File: src/pdq_pkg.sv
// Package for the plate debounce queue counter: sizes, register codes, control types.
package pdq_pkg;

	localparam int unsigned PLATES     = 8;
	localparam int unsigned IN_BITS    = 8;
	localparam int unsigned RAW_W      = (PLATES > IN_BITS) ? PLATES : IN_BITS;
	localparam int unsigned IDX_W      = (PLATES > 1) ? $clog2(PLATES) : 1;
	localparam int unsigned HOLD_W     = 16;
	localparam int unsigned DIST_W     = 12;
	localparam int unsigned STEP_W     = DIST_W + 1;
	localparam int unsigned CNT_W      = 4;
	localparam int unsigned EST_W      = 15;
	localparam int unsigned FACT_W     = CNT_W + 2;
	localparam int unsigned PROD_W     = FACT_W + STEP_W;
	localparam int unsigned SUM_W      = PROD_W + 1;
	localparam int unsigned CFG_IDX_W  = 3;
	localparam int unsigned CFG_DATA_W = 16;
	localparam int unsigned DIV_STEPS  = DIST_W;
	localparam int unsigned DIV_CNT_W  = $clog2(DIV_STEPS);

	localparam logic [CNT_W-1:0] CNT_MAX = '1;
	localparam logic [EST_W-1:0] EST_MAX = '1;

	localparam logic [HOLD_W-1:0] HOLD_TICKS_RST       = 16'd1000;
	localparam logic [DIST_W-1:0] PERSON_WIDTH_RST     = 12'd50;
	localparam logic [DIST_W-1:0] PERSON_GAP_RST       = 12'd30;
	localparam logic [DIST_W-1:0] FIRST_PLATE_SPAN_RST = 12'd200;
	localparam logic [DIST_W-1:0] FRONT_OFFSET_RST     = 12'd40;
	localparam logic [DIST_W-1:0] PLATE_SPACING_RST    = 12'd160;

	typedef enum logic [CFG_IDX_W-1:0] {
		CFG_HOLD_TICKS       = 3'd0,
		CFG_PERSON_WIDTH     = 3'd1,
		CFG_PERSON_GAP       = 3'd2,
		CFG_FIRST_PLATE_SPAN = 3'd3,
		CFG_FRONT_OFFSET     = 3'd4,
		CFG_PLATE_SPACING    = 3'd5
	} cfg_idx_t;

	typedef enum logic {
		DIV_FIRST   = 1'b0,
		DIV_BETWEEN = 1'b1
	} div_sel_t;

	typedef enum logic [7:0] {
		ST_IDLE = 8'b0000_0001,
		ST_DEB  = 8'b0000_0010,
		ST_SCAN = 8'b0000_0100,
		ST_DIV1 = 8'b0000_1000,
		ST_DIV2 = 8'b0001_0000,
		ST_MUL  = 8'b0010_0000,
		ST_EST  = 8'b0100_0000,
		ST_DONE = 8'b1000_0000
	} state_t;

	typedef struct packed {
		logic     in_ready;
		logic     deb;
		logic     scan;
		logic     div_start;
		div_sel_t div_sel;
		logic     cap_first;
		logic     cap_between;
		logic     mul;
		logic     est;
		logic     out_load;
	} pdq_cmd_t;

	typedef struct packed {
		logic in_valid;
		logic scan_last;
		logic div_done;
		logic out_free;
	} pdq_sts_t;

endpackage

File: src/pdq_if.sv
// Handshake interfaces for the tick input and the report output.
interface pdq_in_if;
	import pdq_pkg::*;
	logic               valid;
	logic               ready;
	logic [IN_BITS-1:0] plate_levels;
	modport source (output valid, output plate_levels, input ready);
	modport sink (input valid, input plate_levels, output ready);
endinterface

interface pdq_out_if;
	import pdq_pkg::*;
	logic             valid;
	logic             ready;
	logic [CNT_W-1:0] pressed_count;
	logic [EST_W-1:0] people_estimate;
	logic             count_changed;
	modport source (output valid, output pressed_count, output people_estimate,
		output count_changed, input ready);
	modport sink (input valid, input pressed_count, input people_estimate,
		input count_changed, output ready);
endinterface

File: src/pdq_div.sv
// Restoring unsigned divider, one quotient bit per cycle.
module pdq_div (
	input  logic                        clk,
	input  logic                        arst_n,
	input  logic                        start,
	input  logic [pdq_pkg::DIST_W-1:0]  num,
	input  logic [pdq_pkg::STEP_W-1:0]  den,
	output logic                        done,
	output logic [pdq_pkg::DIST_W-1:0]  quo
);
	import pdq_pkg::*;

	logic                 busy_q;
	logic                 done_q;
	logic [DIV_CNT_W-1:0] cnt_q;
	logic [STEP_W-1:0]    den_q;
	logic [STEP_W-1:0]    rem_q;
	logic [DIST_W-1:0]    quo_q;
	logic [STEP_W:0]      trial;
	logic                 fits;
	logic                 last;

	assign trial = {rem_q, quo_q[DIST_W-1]};
	assign fits  = trial >= {1'b0, den_q};
	assign last  = cnt_q == DIV_CNT_W'(DIV_STEPS - 1);

	always_ff @(posedge clk or negedge arst_n) begin
		if (!arst_n) begin
			busy_q <= 1'b0;
			done_q <= 1'b0;
			cnt_q  <= '0;
		end else begin
			done_q <= busy_q && last;
			if (start) begin
				busy_q <= 1'b1;
				cnt_q  <= '0;
			end else if (busy_q) begin
				cnt_q <= cnt_q + 1'b1;
				if (last) begin
					busy_q <= 1'b0;
				end
			end
		end
	end

	always_ff @(posedge clk) begin
		if (start) begin
			den_q <= den;
			rem_q <= '0;
			quo_q <= num;
		end else if (busy_q) begin
			rem_q <= fits ? STEP_W'(trial - {1'b0, den_q}) : trial[STEP_W-1:0];
			quo_q <= {quo_q[DIST_W-2:0], fits};
		end
	end

	assign done = done_q;
	assign quo  = quo_q;

	a_start_idle: assert property (@(posedge clk) disable iff (!arst_n)
		start |-> !busy_q)
		else $error("divider started while busy");
	a_done_after_last: assert property (@(posedge clk) disable iff (!arst_n)
		(busy_q && last && !start) |=> done_q)
		else $error("divider finished without done");
	a_rem_bound: assert property (@(posedge clk) disable iff (!arst_n)
		(done_q && den_q != '0) |-> (rem_q < den_q))
		else $error("divider remainder not below divisor");

endmodule

File: src/pdq_ctrl.sv
// Controller state machine sequencing debounce, scan, divisions, multiply, estimate and output load.
module pdq_ctrl (
	input  logic               clk,
	input  logic               arst_n,
	input  pdq_pkg::pdq_sts_t  sts,
	output pdq_pkg::pdq_cmd_t  cmd
);
	import pdq_pkg::*;

	state_t state_q;
	state_t state_n;

	always_comb begin
		state_n = state_q;
		cmd     = '0;
		unique case (state_q)
			ST_IDLE: begin
				cmd.in_ready = 1'b1;
				if (sts.in_valid) begin
					state_n = ST_DEB;
				end
			end
			ST_DEB: begin
				cmd.deb = 1'b1;
				state_n = ST_SCAN;
			end
			ST_SCAN: begin
				cmd.scan = 1'b1;
				if (sts.scan_last) begin
					cmd.div_start = 1'b1;
					cmd.div_sel   = DIV_FIRST;
					state_n       = ST_DIV1;
				end
			end
			ST_DIV1: begin
				if (sts.div_done) begin
					cmd.cap_first = 1'b1;
					cmd.div_start = 1'b1;
					cmd.div_sel   = DIV_BETWEEN;
					state_n       = ST_DIV2;
				end
			end
			ST_DIV2: begin
				if (sts.div_done) begin
					cmd.cap_between = 1'b1;
					state_n         = ST_MUL;
				end
			end
			ST_MUL: begin
				cmd.mul = 1'b1;
				state_n = ST_EST;
			end
			ST_EST: begin
				cmd.est = 1'b1;
				state_n = ST_DONE;
			end
			ST_DONE: begin
				if (sts.out_free) begin
					cmd.out_load = 1'b1;
					state_n      = ST_IDLE;
				end
			end
			default: begin
				state_n = ST_IDLE;
			end
		endcase
	end

	always_ff @(posedge clk or negedge arst_n) begin
		if (!arst_n) begin
			state_q <= ST_IDLE;
		end else begin
			state_q <= state_n;
		end
	end

	a_accept_starts: assert property (@(posedge clk) disable iff (!arst_n)
		(state_q == ST_IDLE && sts.in_valid) |=> (state_q == ST_DEB))
		else $error("accepted word did not start debounce");
	a_div2_to_mul: assert property (@(posedge clk) disable iff (!arst_n)
		(state_q == ST_DIV2 && sts.div_done) |=> (state_q == ST_MUL))
		else $error("second quotient not followed by multiply");
	a_load_free: assert property (@(posedge clk) disable iff (!arst_n)
		cmd.out_load |-> sts.out_free)
		else $error("output register overwritten");

endmodule

File: src/pdq_dp.sv
// Datapath: config registers, debounce state, plate scan, estimate and output register.
module pdq_dp (
	input  logic                           clk,
	input  logic                           arst_n,
	pdq_in_if.sink                         tick,
	pdq_out_if.source                      report,
	input  logic                           cfg_we,
	input  logic [pdq_pkg::CFG_IDX_W-1:0]  cfg_index,
	input  logic [pdq_pkg::CFG_DATA_W-1:0] cfg_data,
	input  pdq_pkg::pdq_cmd_t              cmd,
	output pdq_pkg::pdq_sts_t              sts
);
	import pdq_pkg::*;

	logic [HOLD_W-1:0] hold_ticks_q;
	logic [DIST_W-1:0] person_width_q;
	logic [DIST_W-1:0] person_gap_q;
	logic [DIST_W-1:0] first_plate_span_q;
	logic [DIST_W-1:0] front_offset_q;
	logic [DIST_W-1:0] plate_spacing_q;

	logic [IN_BITS-1:0] levels_q;
	logic [PLATES-1:0]  acc_q;
	logic [HOLD_W-1:0]  timer_q [PLATES];
	logic [PLATES-1:0]  acc_n;
	logic [HOLD_W-1:0]  timer_n [PLATES];
	logic [RAW_W-1:0]   raw_pad;
	logic [PLATES-1:0]  raw;

	logic [PLATES-1:0] scan_q;
	logic [IDX_W-1:0]  idx_q;
	logic              stop_q;
	logic              prev_rel_q;
	logic [CNT_W-1:0]  count_q;
	logic [CNT_W-1:0]  last_count_q;

	logic [STEP_W-1:0]        step;
	logic [STEP_W-1:0]        diff;
	logic                     diff_neg;
	logic [STEP_W-1:0]        diff_mag;
	logic [DIST_W-1:0]        div_num;
	logic                     div_done;
	logic [DIST_W-1:0]        div_quo;
	logic [STEP_W-1:0]        quo_ext;
	logic signed [STEP_W-1:0] first_q;
	logic [DIST_W-1:0]        between_q;

	logic signed [FACT_W-1:0] factor;
	logic signed [STEP_W-1:0] btw_s;
	logic signed [PROD_W-1:0] prod_q;
	logic signed [SUM_W-1:0]  sum;

	logic [CNT_W-1:0] res_count_q;
	logic [EST_W-1:0] res_est_q;
	logic             res_chg_q;
	logic             rv_q;
	logic [CNT_W-1:0] out_count_q;
	logic [EST_W-1:0] out_est_q;
	logic             out_chg_q;

	// Configuration registers.
	always_ff @(posedge clk or negedge arst_n) begin
		if (!arst_n) begin
			hold_ticks_q       <= HOLD_TICKS_RST;
			person_width_q     <= PERSON_WIDTH_RST;
			person_gap_q       <= PERSON_GAP_RST;
			first_plate_span_q <= FIRST_PLATE_SPAN_RST;
			front_offset_q     <= FRONT_OFFSET_RST;
			plate_spacing_q    <= PLATE_SPACING_RST;
		end else if (cfg_we) begin
			unique case (cfg_idx_t'(cfg_index))
				CFG_HOLD_TICKS:       hold_ticks_q       <= cfg_data;
				CFG_PERSON_WIDTH:     person_width_q     <= cfg_data[DIST_W-1:0];
				CFG_PERSON_GAP:       person_gap_q       <= cfg_data[DIST_W-1:0];
				CFG_FIRST_PLATE_SPAN: first_plate_span_q <= cfg_data[DIST_W-1:0];
				CFG_FRONT_OFFSET:     front_offset_q     <= cfg_data[DIST_W-1:0];
				CFG_PLATE_SPACING:    plate_spacing_q    <= cfg_data[DIST_W-1:0];
				default: begin
				end
			endcase
		end
	end

	assign tick.ready = cmd.in_ready;

	always_ff @(posedge clk) begin
		if (tick.valid && cmd.in_ready) begin
			levels_q <= tick.plate_levels;
		end
	end

	// Plates without an input bit read as released.
	always_comb begin
		raw_pad                = '1;
		raw_pad[IN_BITS-1:0]   = levels_q;
		raw                    = raw_pad[PLATES-1:0];
		for (int i = 0; i < PLATES; i++) begin
			acc_n[i]   = acc_q[i];
			timer_n[i] = '0;
			if (raw[i] != acc_q[i]) begin
				if (timer_q[i] > hold_ticks_q) begin
					acc_n[i] = raw[i];
				end else if (timer_q[i] != '1) begin
					timer_n[i] = timer_q[i] + 1'b1;
				end else begin
					timer_n[i] = timer_q[i];
				end
			end
		end
	end

	always_ff @(posedge clk or negedge arst_n) begin
		if (!arst_n) begin
			acc_q        <= '1;
			last_count_q <= '0;
			for (int i = 0; i < PLATES; i++) begin
				timer_q[i] <= '0;
			end
		end else begin
			if (cmd.deb) begin
				acc_q <= acc_n;
				for (int i = 0; i < PLATES; i++) begin
					timer_q[i] <= timer_n[i];
				end
			end
			if (cmd.est) begin
				last_count_q <= count_q;
			end
		end
	end

	// Scan walks the accepted levels from plate zero, one plate per cycle.
	always_ff @(posedge clk) begin
		if (cmd.deb) begin
			scan_q     <= acc_n;
			idx_q      <= '0;
			stop_q     <= 1'b0;
			prev_rel_q <= 1'b0;
			count_q    <= '0;
		end else if (cmd.scan) begin
			scan_q     <= scan_q >> 1;
			idx_q      <= idx_q + 1'b1;
			prev_rel_q <= scan_q[0];
			if (!stop_q) begin
				if (!scan_q[0]) begin
					if (count_q != CNT_MAX) begin
						count_q <= count_q + 1'b1;
					end
				end else if (prev_rel_q) begin
					stop_q <= 1'b1;
				end
			end
		end
	end

	assign step     = {1'b0, person_width_q} + {1'b0, person_gap_q};
	assign diff     = {1'b0, first_plate_span_q} - {1'b0, front_offset_q};
	assign diff_neg = diff[STEP_W-1];
	assign diff_mag = diff_neg ? STEP_W'(-diff) : diff;
	assign div_num  = (cmd.div_sel == DIV_FIRST) ? diff_mag[DIST_W-1:0] : plate_spacing_q;
	assign quo_ext  = {1'b0, div_quo};

	pdq_div u_div (
		.clk    (clk),
		.arst_n (arst_n),
		.start  (cmd.div_start),
		.num    (div_num),
		.den    (step),
		.done   (div_done),
		.quo    (div_quo)
	);

	// A zero step yields zero quotients.
	always_ff @(posedge clk) begin
		if (cmd.cap_first) begin
			if (step == '0) begin
				first_q <= '0;
			end else begin
				first_q <= diff_neg ? $signed(STEP_W'(-quo_ext)) : $signed(quo_ext);
			end
		end
		if (cmd.cap_between) begin
			between_q <= (step == '0) ? '0 : div_quo;
		end
	end

	assign factor = $signed({2'b00, count_q}) - (acc_q[0] ? FACT_W'(1) : FACT_W'(0));
	assign btw_s  = $signed({1'b0, between_q});
	assign sum    = $signed({prod_q[PROD_W-1], prod_q})
		+ (acc_q[0] ? $signed({{(SUM_W-STEP_W){first_q[STEP_W-1]}}, first_q})
			: $signed(SUM_W'(0)));

	always_ff @(posedge clk) begin
		if (cmd.mul) begin
			prod_q <= factor * btw_s;
		end
		if (cmd.est) begin
			res_count_q <= count_q;
			res_chg_q   <= count_q != last_count_q;
			if (sum < 0) begin
				res_est_q <= '0;
			end else if (sum > $signed({{(SUM_W-EST_W){1'b0}}, EST_MAX})) begin
				res_est_q <= EST_MAX;
			end else begin
				res_est_q <= sum[EST_W-1:0];
			end
		end
		if (cmd.out_load) begin
			out_count_q <= res_count_q;
			out_est_q   <= res_est_q;
			out_chg_q   <= res_chg_q;
		end
	end

	always_ff @(posedge clk or negedge arst_n) begin
		if (!arst_n) begin
			rv_q <= 1'b0;
		end else if (cmd.out_load) begin
			rv_q <= 1'b1;
		end else if (report.ready) begin
			rv_q <= 1'b0;
		end
	end

	assign report.valid           = rv_q;
	assign report.pressed_count   = out_count_q;
	assign report.people_estimate = out_est_q;
	assign report.count_changed   = out_chg_q;

	assign sts.in_valid  = tick.valid;
	assign sts.scan_last = idx_q == IDX_W'(PLATES - 1);
	assign sts.div_done  = div_done;
	assign sts.out_free  = !rv_q || report.ready;

endmodule

File: src/plate_debounce_queue_counter.sv
// Top level of the plate debounce queue counter.
//
//  Channel   Dir  Handshake          Payload
//  tick      in   valid / ready      plate_levels[7:0]
//  report    out  valid / ready      pressed_count[3:0], people_estimate[14:0], count_changed
//  cfg       in   cfg_we             cfg_index[2:0], cfg_data[15:0]
//
// Each tick word goes from acceptance to its loaded report through a debounce step,
// a scan over all plates, two divisions one after the other in the shared divider,
// then a multiply, an estimate and a load step.
// Reset clears the debounce state, restores the register defaults and empties the output.
// A waiting report does not block the next tick word; only a second finished report
// stalls in the controller until the output register is taken.
module plate_debounce_queue_counter (
	input  logic                           clk,
	input  logic                           arst_n,
	pdq_in_if.sink                         tick,
	pdq_out_if.source                      report,
	input  logic                           cfg_we,
	input  logic [pdq_pkg::CFG_IDX_W-1:0]  cfg_index,
	input  logic [pdq_pkg::CFG_DATA_W-1:0] cfg_data
);
	import pdq_pkg::*;

	pdq_cmd_t cmd;
	pdq_sts_t sts;

	pdq_ctrl u_ctrl (
		.clk    (clk),
		.arst_n (arst_n),
		.sts    (sts),
		.cmd    (cmd)
	);

	pdq_dp u_dp (
		.clk       (clk),
		.arst_n    (arst_n),
		.tick      (tick),
		.report    (report),
		.cfg_we    (cfg_we),
		.cfg_index (cfg_index),
		.cfg_data  (cfg_data),
		.cmd       (cmd),
		.sts       (sts)
	);

endmodule
File: src/flat_wrapper.sv
// flat-port wrapper written by rule: the top's interface ports become plain ports
module plate_debounce_queue_counter_flat import pdq_pkg::*;
  (clk, arst_n, cfg_we, cfg_index, cfg_data, tick_valid, tick_plate_levels, tick_ready, report_valid, report_pressed_count, report_people_estimate, report_count_changed, report_ready);
  pdq_in_if tick_i ();
  pdq_out_if report_i ();
  input  logic clk;
  input  logic arst_n;
  input  logic cfg_we;
  input  logic [pdq_pkg::CFG_IDX_W-1:0] cfg_index;
  input  logic [pdq_pkg::CFG_DATA_W-1:0] cfg_data;
  input wire logic [$bits(tick_i.valid)-1:0] tick_valid;
  input wire logic [$bits(tick_i.plate_levels)-1:0] tick_plate_levels;
  output wire logic [$bits(tick_i.ready)-1:0] tick_ready;
  output wire logic [$bits(report_i.valid)-1:0] report_valid;
  output wire logic [$bits(report_i.pressed_count)-1:0] report_pressed_count;
  output wire logic [$bits(report_i.people_estimate)-1:0] report_people_estimate;
  output wire logic [$bits(report_i.count_changed)-1:0] report_count_changed;
  input wire logic [$bits(report_i.ready)-1:0] report_ready;
  assign tick_i.valid = tick_valid;
  assign tick_i.plate_levels = tick_plate_levels;
  assign tick_ready = tick_i.ready;
  assign report_valid = report_i.valid;
  assign report_pressed_count = report_i.pressed_count;
  assign report_people_estimate = report_i.people_estimate;
  assign report_count_changed = report_i.count_changed;
  assign report_i.ready = report_ready;
  plate_debounce_queue_counter u_core (.clk(clk), .arst_n(arst_n), .tick(tick_i), .report(report_i), .cfg_we(cfg_we), .cfg_index(cfg_index), .cfg_data(cfg_data));
endmodule
File: config.mk
export PLATFORM = sky130hd
export DESIGN_NAME = plate_debounce_queue_counter_flat
export DESIGN_NICKNAME = d
export VERILOG_FILES = /design/src/pdq_pkg.sv /design/src/pdq_if.sv /design/src/pdq_div.sv /design/src/pdq_ctrl.sv /design/src/pdq_dp.sv /design/src/plate_debounce_queue_counter.sv /design/src/flat_wrapper.sv
export SDC_FILE = /design/constraint.sdc
export NUM_CORES = 1
export LEC_CHECK = 0
export BUFFER_PORTS_ARGS = -buffer_cell sky130_fd_sc_hd__buf_2
export CAP_MARGIN = 20
export CORE_ASPECT_RATIO = 0.5
export CORE_MARGIN = 8
export CORE_UTILIZATION = 55
export CTS_CLUSTER_SIZE = 40
export DETAILED_ROUTE_END_ITERATION = 8
export GPL_ROUTABILITY_DRIVEN = 0
export PLACE_DENSITY_LB_ADDON = 0.25
export SLEW_MARGIN = 20
export SYNTH_ARGS = -nofsm -noshare
export SYNTH_HDL_FRONTEND = slang
export SYNTH_SLANG_ARGS = --single-unit
File: constraint.sdc
create_clock -name clk -period 15.6 [get_ports clk]
set_input_delay 0.78 -clock clk [delete_from_list [all_inputs] [get_ports clk]]
set_output_delay 0.78 -clock clk [all_outputs]
set_load 0.01 [all_outputs]
Yosys cells after proc, flatten, opt, wreduce, memory -nomap -nowiden
Cells that the tools add are included.

storage, ports and cells
  bits in registers = 377
  word-level logic and storage cells = 225
  output and inout bits = 22
  input bits = 32

operators by class
  magnitude comparators = 11
  mux-type cells = 80
  reductions and logical operators = 26
  $add $sub $neg = 18
  bitwise gates (word level) = 3
  multiply operators = 1
  equal/unequal tests = 46

operators by type and width
  kind                                                   count
  two-way mux 16 bit                                     24
  adder 16 x 1 -> 16 bit, second input constant          8
  > comparator 16 bit                                    8
  inequality test 16 bit, second input constant          8
  one-hot mux 8 bit (8 select lines)                     1
  two-way mux 12 bit                                     5
  two-way mux 8 bit                                      7
  two-way mux 1 bit                                      35
  AND reduction 2 bit                                    14
  inequality test 3 x 1 -> 1 bit, second input constant  8
  adder 18 x 20 -> 20 bit                                1
  > comparator 20 x 16 -> 1 bit, second input constant   1
  < comparator 20 x 1 -> 1 bit, second input constant    1
  two-way mux 20 bit                                     1
  multiplier 5 x 13 -> 18 bit                            1
  two-way mux 15 bit                                     1
  greater-or-equal comparator 14 x 13 -> 1 bit           1
  adder 12 x 12 -> 13 bit                                1
  logical NOT 13 bit                                     1
  two-way mux 13 bit                                     1
  negation 12 -> 13 bit                                  1
  subtractor 12 x 12 -> 13 bit                           1
  subtractor 13 bit                                      1
  negation 12 bit                                        1
  other kinds (33)                                       53

Longest topological paths before layout
Gate-level depths: netlist of the first run.

  depth in word-level cells = 5
  depth in mapped cells = 21
  gate-level depth less buffers = 20

By module
From an unflattened synthesis of the first run, not the netlist that was laid out.

unflattened totals
  cell total of the unflattened synthesis = 2514
  area, all modules = 24846.3 µm²

modules (own cells, without submodules)
  module    area each (µm²)  seq. area each (µm²)  cells each  times used
  pdq_dp    21629.5          8618.3                2197        1
  pdq_div   2647.5           1161.1                253         1
  pdq_ctrl  569.3            201.4                 64          1

Worst setup path after synthesis of the first run
OpenSTA, ideal clock, no wires.

  path type = register to register
  start point = register u_core.u_dp.acc_q[0]
  end point = register, netlist name u_core.u_dp.prod_q[17]
  data arrival time = 4.955 ns
  path buffers = 0
  cell stages (with the launch flop) = 18
  period minus slack after synthesis = 5.213 ns
  path slack = 10.387 ns
  data required time = 15.342 ns
  setup time = 0.258 ns
  path through = dfstp_2 > ha_1 > ha_1 > or3b_2 > or2_2 > fa_1 > fa_1 > fa_1 > inv_1 > fa_1 > a21o_1 > a21oi_1 > o21a_1 > o31ai_1 > nor4_1 > o31ai_1 > a21oi_1 > xnor2_1

on the way
  longest elaborated chain between the ends = 3

ends and longest elaborated chain
  element                      line           text
  start, declared              pdq_dp.sv:23   logic [PLATES-1:0] acc_q;
  start signal, assigned       pdq_dp.sv:121  acc_q <= acc_n;
  two-way mux 1 bit            pdq_dp.sv:187  assign factor = $signed({2'b00, count_q}) - (acc_q[0] ? FACT_W'(1) : FACT_W'(0));
  subtractor 4 x 1 -> 5 bit    pdq_dp.sv:187
  multiplier 5 x 13 -> 18 bit  pdq_dp.sv:195  prod_q <= factor * btw_s;

Every way passes these cells.
A chain may end at the register's enable or synchronous reset.

Worst setup path in the final report of the first run
  start point = register u_core.u_dp.acc_q[0]
  end point = register, netlist name u_core.u_dp.prod_q[17]

on the way
  longest elaborated chain between the ends = 3

ends and longest elaborated chain
  element                      line
  two-way mux 1 bit            pdq_dp.sv:187
  subtractor 4 x 1 -> 5 bit    pdq_dp.sv:187
  multiplier 5 x 13 -> 18 bit  pdq_dp.sv:195

Every way passes these cells.

==> impl_metrics.ini, run 1 <==
[outcome]
status = finished, final reports clean

[sta]
report.final.hold_viol_count = 0
grt_setup_unrepaired = false
tns_ns = 0
fmaxAchievable_ghz = 0.169
worst_pin_slew_ns = 1.06
final-max-slew-violation-count = 0
slew_headroom_pct = 29.2
timing.final.setup_violations = 0
finalWorstPathRequiredPeriod_ns = 5.90
worst_clock_skew_ns = 0.0177
timing.final.crit_share_pct = 37.8

[critical_path]
critPathKind = register to register
worst-endpoint-arrival_ns = 6.20
critical_path.most_common_cell = sky130_fd_sc_hd__fa_1
worstPathRequired_ns = 15.90
timing.critical_path.max_delay_family = adder cells
path_cells = ha_1 > ha_1 > or3b_2 > or2_2 > fa_1 > fa_1 > fa_1 > inv_1 > fa_1 > a21o_1 > a21oi_1 > o21a_1 > o31ai_1 > nor4_1 > o31ai_1 > a21oi_1 > xnor2_1
cp_max_fo = 17
critical_path.slowest_cell = sky130_fd_sc_hd__dfstp_2
setup.worst_path.end_class = register
crit_path_start_kind = register
worstPathBufferInverterCount = 1
crit_path_max_incr_delay_ns = 0.72

[global_routing]
grt_overflow_total = 0
antenna_found_initial = 0
first_global_vias = 17900
maximum_number_of_pins_on_one_net_before_global_route_repair = 113
grt_util_all_layers_pct = 21.2
grt_first_pass_wirelength_mm = 91.0

[floorplan]
chipWidth_um = 313
die_area_um2 = 51600
floorplan.core_area_um2 = 43600
std_cell_rows = 54
die_y_um = 165
io_pins = 54
initial_cell_density_of_the_core_pct = 55.8

[clocking]
count_of_instances_resized_after_the_clock_tree_is_built = 0
cts_tree = yes
root_buffer_master = sky130_fd_sc_hd__clkbuf_16
worstSkewPairLatency_ns = 0.54
clk_pin_slew_ns = 0.07
ctsHoldBuffers = 0
clock-sinks = 377
post_cts_setup_bufs = 0
htree_levels = 2
buffer_depth_of_the_longest_clock_path = 3
cts-buffers-inserted = 38

[place]
dpl-instance-area_um2 = 25100
dpl.hpwl_mm = 38.6
numPortBuffers = 53

[synth]
synth_cells = 2495
dominantRegCellSynth = sky130_fd_sc_hd__dfrtp_1
synth-seq-cells = 377
netlist_area_um2 = 24300
synth-edff-count = 124
seq_area_frac_synth_pct = 41.0
syn_nets = 2797
netlist.area_leader.share_pct = 20.8
synthArstFlopShare_pct = 61.3
post_synth_num_cell_types = 91
ys.warnings.count = 0
post_synth_main_area_contributors = sky130_fd_sc_hd__dfrtp_1 21%, sky130_fd_sc_hd__edfxtp_1 15%, sky130_fd_sc_hd__ha_1 12%
post-synth-top-area-cell = sky130_fd_sc_hd__dfrtp_1
synthesis.area_per_instance_um2 = 9.75

[pwr]
p_leak_nw = 11.5
vdd_drop_max_v = 0.000141
p_total_w = 0.00426
power.density_cell_area_nw_per_um2 = 161

[final_layout]
final_common_cell = sky130_fd_sc_hd__ha_1
layout.cell_area.non_filler_um2 = 26400
drive_gt1_share_pct = 9.35
area_growth_pct = 8.53
layout_net_count = 2827
num_antenna_cells = 0
most_used_cells_in_the_layout_excluding_fill_and_tap_cells = 235 x sky130_fd_sc_hd__ha_1, 202 x sky130_fd_sc_hd__dfrtp_1, 188 x sky130_fd_sc_hd__nand2_1, 180 x sky130_fd_sc_hd__nor2_1, 169 x sky130_fd_sc_hd__inv_1

[routing]
post_drt_via_cell_ratio = 5.81
final_antenna_net_count = 0
drt_iter0_drc = 1282
via_count = 18300
post_drt_wl_per_cell_um = 17.4
detailedRoute.firstPassIterationCount = 5
wirelength_mm = 54.5
detail_route.drc_violations = 0

[worst_hold_path]
hold_class = primary input to asynchronous set/reset pin

[job]
cap_violations = 0
[cells by family (layout without fill, tap and decap cells)]
kind of cell	after synthesis	count (layout)	synth area share, %
compound gates	548	548	14.2
xor+xnor	139	139	5.00
fa+ha+maj	270	270	15.0
buf+inv	243	303	3.88
flops	377	377	41.0
mux	73	73	3.27
simple gates	845	845	17.7
[flip-flops by register name, summed over array words and instances, names as in the netlist, 8 cells and up]
| name | flops |
|---|---|
| u_core.u_dp.front_offset_q | 12 |
| u_core.u_ctrl.state_q | 8 |
| u_core.u_dp.person_width_q | 12 |
| u_core.u_dp.u_div.den_q | 13 |
| u_core.u_dp.hold_ticks_q | 16 |
| u_core.u_dp.timer_q | 128 |
| u_core.u_dp.scan_q | 8 |
| u_core.u_dp.person_gap_q | 12 |
| u_core.u_dp.report.people_estimate | 15 |
| u_core.u_dp.between_q | 12 |
| u_core.u_dp.u_div.quo | 12 |
| u_core.u_dp.acc_q | 8 |
| u_core.u_dp.plate_spacing_q | 12 |
| u_core.u_dp.res_est_q | 15 |
| u_core.u_dp.first_q | 13 |
| u_core.u_dp.levels_q | 8 |
| u_core.u_dp.u_div.rem_q | 13 |
| u_core.u_dp.prod_q | 18 |
| u_core.u_dp.first_plate_span_q | 12 |
[metrics by stage]
step	hold WS (ns)	std cells	utilization, %	setup WS [ns]
floorplan	0.400	2495	-	10.39
global placement	0.402	3073	57.6	9.80
detailed placement	0.405	3073	57.6	9.66
CTS	0.349	3143	60.5	9.66
global route	0.387	3143	60.5	9.33
finish	0.318	3143	60.5	9.70
[worst paths after layout]
check,cells after the start,slack [ns],to,startpoint
min reg2reg,0,0.42,u_core.u_dp.report.people_estimate[7],u_core.u_dp.res_est_q[7]
max,17,9.70,u_core.u_dp.prod_q[17],u_core.u_dp.acc_q[0]
min in group clk,1,0.41,u_core.u_dp.levels_q[5],tick_plate_levels[5]
min,1,0.32,u_core.u_dp.timer_q[82],arst_n
max in group asynchronous,2,13.88,u_core.u_dp.first_plate_span_q[9],arst_n
max reg2reg,17,9.70,u_core.u_dp.prod_q[17],u_core.u_dp.acc_q[0]
[synth_stat cells (26+ instances only)]
cell type	count
sky130_fd_sc_hd__ha_1	235
sky130_fd_sc_hd__dfrtp_1	202
sky130_fd_sc_hd__nand2_1	188
sky130_fd_sc_hd__nor2_1	182
sky130_fd_sc_hd__inv_1	169
sky130_fd_sc_hd__o21ai_0	165
sky130_fd_sc_hd__a21oi_1	146
sky130_fd_sc_hd__edfxtp_1	124
sky130_fd_sc_hd__xnor2_1	88
sky130_fd_sc_hd__nand3_1	76
sky130_fd_sc_hd__nor2b_1	64
sky130_fd_sc_hd__nand4_1	61
sky130_fd_sc_hd__clkbuf_1	60
sky130_fd_sc_hd__mux2_2	53
sky130_fd_sc_hd__xor2_1	51
sky130_fd_sc_hd__nor3_1	50
sky130_fd_sc_hd__and2_1	40
sky130_fd_sc_hd__and3_1	39
sky130_fd_sc_hd__a21o_1	37
sky130_fd_sc_hd__fa_1	35
sky130_fd_sc_hd__nand2b_1	35
sky130_fd_sc_hd__o31ai_1	35
sky130_fd_sc_hd__dfstp_2	29
sky130_fd_sc_hd__o21a_1	29
sky130_fd_sc_hd__nor4_1	26
[report_power, final]
group / switching, W / internal (W) / total, W / leakage, nW
sequential: 0.0000869 / 0.00123 / 0.00131 / 4.30
combinational: 0.00116 / 0.000841 / 0.00200 / 6.53
clock: 0.000396 / 0.000543 / 0.000939 / 0.625
[final cells by class]
type / count / area (µm²)
sequential: 377 / 9980
multi-input combinational: 1875 / 13400
tap: 588 / 736
clock inverter: 15 / 128
inverter: 170 / 638
fill: 3628 / 17200
clock buffer: 55 / 1140
timing repair buffer: 63 / 350
[worst register-to-register path: stages, from the launching register on]
cell	delay, ns
sky130_fd_sc_hd__dfstp_2	0.72
sky130_fd_sc_hd__ha_1	0.23
sky130_fd_sc_hd__ha_1	0.17
sky130_fd_sc_hd__or3b_2	0.62
sky130_fd_sc_hd__or2_2	0.36
sky130_fd_sc_hd__fa_1	0.51
sky130_fd_sc_hd__fa_1	0.52
sky130_fd_sc_hd__fa_1	0.54
sky130_fd_sc_hd__inv_1	0.07
sky130_fd_sc_hd__fa_1	0.47
sky130_fd_sc_hd__a21o_1	0.20
sky130_fd_sc_hd__a21oi_1	0.28
sky130_fd_sc_hd__o21a_1	0.19
sky130_fd_sc_hd__o31ai_1	0.11
sky130_fd_sc_hd__nor4_1	0.30
sky130_fd_sc_hd__o31ai_1	0.13
sky130_fd_sc_hd__a21oi_1	0.18
sky130_fd_sc_hd__xnor2_1	0.08
[routing by layer]
layer  routed length [µm]  up-vias  global-route usage [%]  part of all wire [%]
met4                 1300        0                    5.45                   2.4
met2                25300      401                    36.0                    46
met1                25100     8744                    28.5                    46
met5                    0        -                       0                     0
met3                 2860       96                    3.32                   5.2
li1                     -     9030                       -                     -
Power figures use the tool's default switching activity.
==> run 2, diff against run 1 <==
--- a/config.mk
+++ b/config.mk
@@ -5,6 +5,7 @@
 export SDC_FILE = /design/constraint.sdc
 export NUM_CORES = 1
 export LEC_CHECK = 0
+export ABC_AREA = 1
 export BUFFER_PORTS_ARGS = -buffer_cell sky130_fd_sc_hd__buf_2
 export CAP_MARGIN = 20
 export CORE_ASPECT_RATIO = 0.5
==> constraint.sdc (replaced) <==
create_clock -name clk -period 4.8 [get_ports clk]
set_input_delay 0.24 -clock clk [delete_from_list [all_inputs] [get_ports clk]]
set_output_delay 0.24 -clock clk [all_outputs]
set_load 0.01 [all_outputs]
==> run 2 against run 1 <==
  * Sequential power rose to 3.1 times the previous value
  * First-iteration DRC count up 26%
  * Non-clock buffer count increased by 25
  * Worst hold slack worse by 0.24 ns
  * Final area rose by 7.1%
  * Clock skew increased by 0.0021 ns
==> impl_metrics.ini, run 2 <==
[outcome]
status = finished, final reports clean

[sta]
final-max-slew-violation-count = 0
slew_headroom_pct = 31.1
finalWorstPathRequiredPeriod_ns = 4.52
fmaxAchievable_ghz = 0.221
worst_clock_skew_ns = 0.0198
timing.final.setup_violations = 0
timing.final.crit_share_pct = 94.1
report.final.hold_viol_count = 0
grt_setup_unrepaired = false
worst_pin_slew_ns = 1.03
tns_ns = 0

[synth]
synthArstFlopShare_pct = 61.3
synth_cells = 3237
dominantRegCellSynth = sky130_fd_sc_hd__dfrtp_1
netlist_area_um2 = 25900
post_synth_num_cell_types = 50
netlist.area_leader.share_pct = 19.5
post_synth_main_area_contributors = sky130_fd_sc_hd__dfrtp_1 19%, sky130_fd_sc_hd__edfxtp_1 14%, sky130_fd_sc_hd__ha_1 11%
ys.warnings.count = 0
yosys.cell_count.top_type = sky130_fd_sc_hd__nand2_1
synth-edff-count = 124
synthesis.area_per_instance_um2 = 8.01
post-synth-top-area-cell = sky130_fd_sc_hd__dfrtp_1
ys_top_cells_by_count = 728 x sky130_fd_sc_hd__nand2_1, 376 x sky130_fd_sc_hd__inv_1, 294 x sky130_fd_sc_hd__nor2_1
synth-seq-cells = 377
seq_area_frac_synth_pct = 38.5
syn_nets = 3539

[floorplan]
die_y_um = 170
chipWidth_um = 323
floorplan.core_area_um2 = 46700
std_cell_rows = 56
die_area_um2 = 54800
io_pins = 54
initial_cell_density_of_the_core_pct = 55.5

[clocking]
worstSkewPairLatency_ns = 0.54
htree_levels = 2
post_cts_setup_bufs = 0
root_buffer_master = sky130_fd_sc_hd__clkbuf_16
cts_tree = yes
clock-sinks = 377
clk_pin_slew_ns = 0.06
cts-buffers-inserted = 38
buffer_depth_of_the_longest_clock_path = 3

[pwr]
p_leak_nw = 13.3
power.density_cell_area_nw_per_um2 = 389
vdd_drop_max_v = 0.000200

[critical_path]
setup.worst_path.end_class = register
crit_path_start_kind = register
worstPathRequired_ns = 5.08
rr_endpoint = u_core.u_dp.prod_q[17]
ff2ff_path_depth = 19
register_to_register_path_setup_slack_ns = 0.28
crit-reg2reg-launch = u_core.u_dp.acc_q[0]
cp_max_fo = 7
critPathLaunch = u_core.u_dp.acc_q[0]
worst_setup_path_endpoint = u_core.u_dp.prod_q[17]
critPathKind = register to register
worst-endpoint-arrival_ns = 4.79

[place]
dpl.hpwl_mm = 43.1
numPortBuffers = 53
dpl-instance-area_um2 = 26800

[routing]
post_drt_via_cell_ratio = 5.44
post_drt_wl_per_cell_um = 15.4
detailedRoute.firstPassIterationCount = 6
detail_route.drc_violations = 0
wirelength_mm = 60.9
via_count = 21500
final_antenna_net_count = 0
drt_iter0_drc = 1613

[worst_hold_path]
hold-path-cell-count = 3
startpoint_of_the_lowest_slack_hold_path = cfg_data[9]
hold_class = primary input to register

[global_routing]
grt_overflow_total = 0
grt_util_all_layers_pct = 22.1
maximum_number_of_pins_on_one_net_before_global_route_repair = 134
first_global_vias = 20400
antenna_found_initial = 0
grt_first_pass_wirelength_mm = 101

[final_layout]
drive_gt1_share_pct = 6.36
layout_net_count = 3590
most_used_cells_in_the_layout_excluding_fill_and_tap_cells = 726 x sky130_fd_sc_hd__nand2_1, 376 x sky130_fd_sc_hd__inv_1, 290 x sky130_fd_sc_hd__o21ai_0, 290 x sky130_fd_sc_hd__nor2_1, 235 x sky130_fd_sc_hd__ha_1
num_antenna_cells = 0
layout.cell_area.non_filler_um2 = 28300
final_common_cell = sky130_fd_sc_hd__nand2_1
largestRegisters = u_core.u_dp.timer_q x128, u_core.u_dp.prod_q x18, u_core.u_dp.hold_ticks_q x16
registers.top_by_ff_count = u_core.u_dp.timer_q
area_growth_pct = 9.07
largest_register_ff_count = 128

[job]
cap_violations = 0
-- run 2: kinds of logic (layout without fill, tap and decap cells) --
logic type               count (synthesis)  in the layout  synth area share [%]
flip-flops                             377            377                  38.5
XOR/XNOR                               173            173                  5.84
AO/OA/AOI/OAI                          504            504                  10.3
buffers and inverters                  465            546                  7.00
adder cells (fa/ha/maj)                270            270                  14.0
AND/OR/NAND/NOR                       1448           1448                  24.4
-- run 2: per-layer routing --
metal / GRT usage (%) / wire (µm)
met5: 0 / 0
met4: 6.25 / 1720
met3: 2.95 / 2770
met1: 29.9 / 28400
met2: 37.0 / 28000
-- run 2: how the worst min path moves through the flow --
stage	slack, ns	endpoint
floorplan	-0.06	u_core.u_ctrl.state_q[1]
global placement	0.33	u_core.u_dp.timer_q[8]
detailed placement	0.33	u_core.u_dp.timer_q[10]
CTS	0.06	u_core.u_dp.front_offset_q[9]
global route	0.09	u_core.u_dp.plate_spacing_q[9]
finish	0.07	u_core.u_dp.front_offset_q[9]
-- run 2: power breakdown --
group / switching, W / leakage, nW / internal, W
registers: 0.000302 / 4.34 / 0.00381
logic: 0.00254 / 8.37 / 0.00128
clock network: 0.00131 / 0.631 / 0.00177
-- run 2: area by class of cell --
type                    count  area [µm²]
repair buffers             88         588
multi-input cells        2395       14200
fillers                  4140       18400
well taps                 638         798
clock buffers              53        1130
inverters                 388        1460
clock inverters            17         143
flip-flops and latches    377        9980
-- run 2: repair_timing --
action | 4_1_cts | 5_1_grt
endpoints found under the setup margin | 1 | 6
hold buffers | 15 | 0
pin swaps | 0 | 1
gates resized for setup | 1 | 9
endpoints found under the hold margin | 104 | 0
-- run 2: worst max-delay path, cell delays in order (launching register included) --
cell                       delay [ns]
sky130_fd_sc_hd__dfstp_2         0.53
sky130_fd_sc_hd__ha_1            0.19
sky130_fd_sc_hd__ha_1            0.18
sky130_fd_sc_hd__inv_1           0.06
sky130_fd_sc_hd__nor3_2          0.15
sky130_fd_sc_hd__inv_2           0.11
sky130_fd_sc_hd__nor2_1          0.16
sky130_fd_sc_hd__fa_1            0.44
sky130_fd_sc_hd__fa_1            0.55
sky130_fd_sc_hd__inv_1           0.06
sky130_fd_sc_hd__fa_1            0.53
sky130_fd_sc_hd__inv_1           0.04
sky130_fd_sc_hd__ha_1            0.34
sky130_fd_sc_hd__nand2_1         0.11
sky130_fd_sc_hd__a21oi_1         0.05
sky130_fd_sc_hd__a211oi_1        0.17
sky130_fd_sc_hd__nand3_1         0.16
sky130_fd_sc_hd__a21boi_2        0.20
sky130_fd_sc_hd__o21ai_1         0.09
sky130_fd_sc_hd__xor2_1          0.14
-- run 2: per-stage QoR --
| stage | power, W | util, % | worst slack (ns) | instances | hold WS [ns] |
|---|---|---|---|---|---|
| after floorplan | 0.00691 | - | 0.0666 | 3237 | -0.0556 |
| after global placement | 0.00779 | 57.4 | 0.103 | 3871 | 0.327 |
| after detailed placement | 0.00792 | 57.4 | -0.0308 | 3871 | 0.329 |
| after CTS | 0.0110 | 60.5 | 0.0564 | 3956 | 0.0621 |
| after global routing | 0.0118 | 60.5 | 0.00178 | 3956 | 0.0923 |
| final | 0.0110 | 60.5 | 0.284 | 3956 | 0.0735 |
==> run 3, diff against run 2 <==
--- a/config.mk
+++ b/config.mk
@@ -11,9 +11,11 @@
 export CORE_ASPECT_RATIO = 0.5
 export CORE_MARGIN = 8
 export CORE_UTILIZATION = 55
+export CTS_BUF_LIST = sky130_fd_sc_hd__clkbuf_16
 export CTS_CLUSTER_SIZE = 40
 export DETAILED_ROUTE_END_ITERATION = 8
 export GPL_ROUTABILITY_DRIVEN = 0
+export GPL_TIMING_DRIVEN = 0
 export PLACE_DENSITY_LB_ADDON = 0.25
 export SLEW_MARGIN = 20
 export SYNTH_ARGS = -nofsm -noshare
==> run 3 against run 2 <==
  * Register-to-register slack lost 0.13 ns
  * Die area is the same
  * Final cell count grew 1.7%
  * Sequential power is essentially flat
  * First-iteration DRC count grew 8.4%
  * Power grew 1.3%
  * Critical path type unchanged
  * Largest cell class unchanged
==> impl_metrics.ini, run 3 (synthesis gave the netlist of run 2 again) <==
[floorplan]
std_cell_rows = 56
die_area_um2 = 54800
floorplan.core_area_um2 = 46700
die_y_um = 170
io_pins = 54
chipWidth_um = 323
initial_cell_density_of_the_core_pct = 55.5

[clocking]
buffer_depth_of_the_longest_clock_path = 3
worstSkewPairLatency_ns = 0.55
clk_pin_slew_ns = 0.07
cts-buffers-inserted = 38
htree_levels = 2
root_buffer_master = sky130_fd_sc_hd__clkbuf_16
cts_tree = yes
clock-sinks = 377

[critical_path]
worst-endpoint-arrival_ns = 4.94
ff2ff_path_depth = 16
setup.worst_path.end_class = register
path_cells = ha_1 > ha_1 > inv_1 > nor3_4 > clkinv_4 > clkbuf_4 > fa_1 > fa_1 > fa_1 > inv_1 > fa_2 > nand3_1 > nand3_1 > a21boi_2 > o21ai_1 > xor2_1
worstPathBufferInverterCount = 4
critPathKind = register to register
crit_path_start_kind = register
cp_max_fo = 6
worstPathRequired_ns = 5.09
register_to_register_path_setup_slack_ns = 0.15
rr_endpoint = u_core.u_dp.prod_q[17]
timing.critical_path.max_delay_family = adder cells
critical_path.most_common_cell = sky130_fd_sc_hd__fa_1
crit_path_max_incr_delay_ns = 0.61
crit-reg2reg-launch = u_core.u_dp.acc_q[0]
critical_path.slowest_cell = sky130_fd_sc_hd__fa_1

[sta]
worst_pin_slew_ns = 0.930
timing.final.setup_violations = 0
final-max-slew-violation-count = 0
finalWorstPathRequiredPeriod_ns = 4.65
slew_headroom_pct = 37.8
worst_clock_skew_ns = 0.0146
hold_slack_ns = 0.0198
grt_setup_unrepaired = true
timing.final.crit_share_pct = 96.8
fmaxAchievable_ghz = 0.215
report.final.hold_viol_count = 0

[final_layout]
fin_cells = 4025
largestRegisters = u_core.u_dp.timer_q x128, u_core.u_dp.prod_q x18, u_core.u_dp.hold_ticks_q x16
largest_register_ff_count = 128
registers.top_by_ff_count = u_core.u_dp.timer_q
area_growth_pct = 10.5
layout.cell_area.non_filler_um2 = 28700
final_common_cell = sky130_fd_sc_hd__nand2_1
drive_gt1_share_pct = 7.29
most_used_cells_in_the_layout_excluding_fill_and_tap_cells = 726 x sky130_fd_sc_hd__nand2_1, 383 x sky130_fd_sc_hd__inv_1, 289 x sky130_fd_sc_hd__o21ai_0, 288 x sky130_fd_sc_hd__nor2_1, 232 x sky130_fd_sc_hd__ha_1
fillCellCount = 3979
layout_net_count = 3658

[global_routing]
first_global_vias = 21200
grt_first_pass_wirelength_mm = 106
maximum_number_of_pins_on_one_net_before_global_route_repair = 97
grt_overflow_total = 0
antenna_found_initial = 1
grt_util_all_layers_pct = 23.2

[pwr]
p_sw_share_pct = 38.6
p_seq_share_pct = 37.0
p_leak_nw = 13.5
internal_power_w = 0.00684
power.combinational.fraction_pct = 35.8
power.density_cell_area_nw_per_um2 = 388
power_switching_w = 0.00430
vdd_drop_max_v = 0.000201
clock_power_share_pct = 27.2

[routing]
post_drt_via_cell_ratio = 5.49
detail_route.drc_violations = 0
via_count = 22100
drt_iter0_drc = 1748
wirelength_mm = 64.3
final_antenna_net_count = 0
post_drt_wl_per_cell_um = 16.0
detailedRoute.firstPassIterationCount = 6

[outcome]
status = finished, final reports clean

[place]
dp.cells = 3934
dpl-instance-area_um2 = 27100
numPortBuffers = 53
dpl.hpwl_mm = 46.6

[worst_hold_path]
hold_end = u_core.u_ctrl.state_q[0]
hold-path-cell-count = 4
hold_class = primary input to register
startpoint_of_the_lowest_slack_hold_path = tick_valid

[job]
cap_violations = 0
[run 3: worst register-to-register path, stage by stage (launching register included)]
cell and delay [ns]:
sky130_fd_sc_hd__dfstp_2 0.54, sky130_fd_sc_hd__ha_1 0.19, sky130_fd_sc_hd__ha_1 0.17, sky130_fd_sc_hd__inv_1 0.08, sky130_fd_sc_hd__nor3_4 0.22, sky130_fd_sc_hd__clkinv_4 0.14
sky130_fd_sc_hd__clkbuf_4 0.20, sky130_fd_sc_hd__fa_1 0.61, sky130_fd_sc_hd__fa_1 0.48, sky130_fd_sc_hd__fa_1 0.56, sky130_fd_sc_hd__inv_1 0.08, sky130_fd_sc_hd__fa_2 0.44
sky130_fd_sc_hd__nand3_1 0.11, sky130_fd_sc_hd__nand3_1 0.14, sky130_fd_sc_hd__a21boi_2 0.20, sky130_fd_sc_hd__o21ai_1 0.09, sky130_fd_sc_hd__xor2_1 0.14
[run 3: final cells by class]
type | count | area, µm² | share of cell area [%]
Timing Repair Buffer | 79 | 556 | 1.94
Clock inverter | 26 | 154 | 0.537
Inverter | 388 | 1460 | 5.10
Buffer | 77 | 360 | 1.26
Clock buffer | 44 | 1100 | 3.84
Tap cell | 638 | 798 | 2.78
Antenna cell | 1 | 2.50 | 0.00873
Multi-Input combinational cell | 2395 | 14300 | 49.7
Sequential cell | 377 | 9980 | 34.8
[run 3: worst max-delay path by stage]
stage                                      start                      to  slack [ns]  cells after the start
after floorplan             u_core.u_dp.acc_q[0]  u_core.u_dp.prod_q[17]        0.07                     19
after global placement      u_core.u_dp.acc_q[0]  u_core.u_dp.prod_q[17]       -0.83                     19
final                       u_core.u_dp.acc_q[0]  u_core.u_dp.prod_q[17]        0.15                     16
after detailed placement    u_core.u_dp.acc_q[0]  u_core.u_dp.prod_q[17]       -0.93                     19
after CTS                 u_core.u_dp.count_q[0]  u_core.u_dp.prod_q[17]        0.05                     22
after global routing        u_core.u_dp.acc_q[0]  u_core.u_dp.prod_q[17]       -0.08                     21
[run 3: per-stage QoR]
step,utilization [%],TNS (ns),setup WS [ns],power (W)
final,61.3,0,0.152,0.0111
after global routing,61.3,-0.138,-0.0808,0.0119
after CTS,61.1,0,0.0469,0.0111
after detailed placement,58.0,-6.78,-0.932,0.00806
after global placement,57.8,-142.72,-0.825,0.00792
after floorplan,-,0,0.0666,0.00691
[run 3: power groups by stage]
| stage | Clock [W] | Combinational [W] | Sequential, W |
|---|---|---|---|
| CTS | 0.00307 | 0.00393 | 0.00412 |
| finish | 0.00303 | 0.00398 | 0.00412 |
| detailed placement | 0 | 0.00389 | 0.00417 |
| global route | 0.00320 | 0.00455 | 0.00417 |
| floorplan | 0 | 0.00282 | 0.00409 |
| global placement | 0 | 0.00376 | 0.00416 |
[run 3: repair_timing]
item,CTS,global route
endpoints found under the hold margin,77,0
buffers inserted,2,4
resized for setup,4,25
hold buffers,14,0
endpoints found under the setup margin,13,7
pin swaps,1,7
[run 3: per-layer routing]
layer  vias up  part of all wire, %  wire length (µm)  track usage, %
li1      11000                    -                 -               -
met1     10400                   45             29100            31.5
met2       612                   46             29400            38.3
met3       133                  5.6              3590            3.20
met4         0                  3.3              2100            7.89
met5         -                    0                 0               0
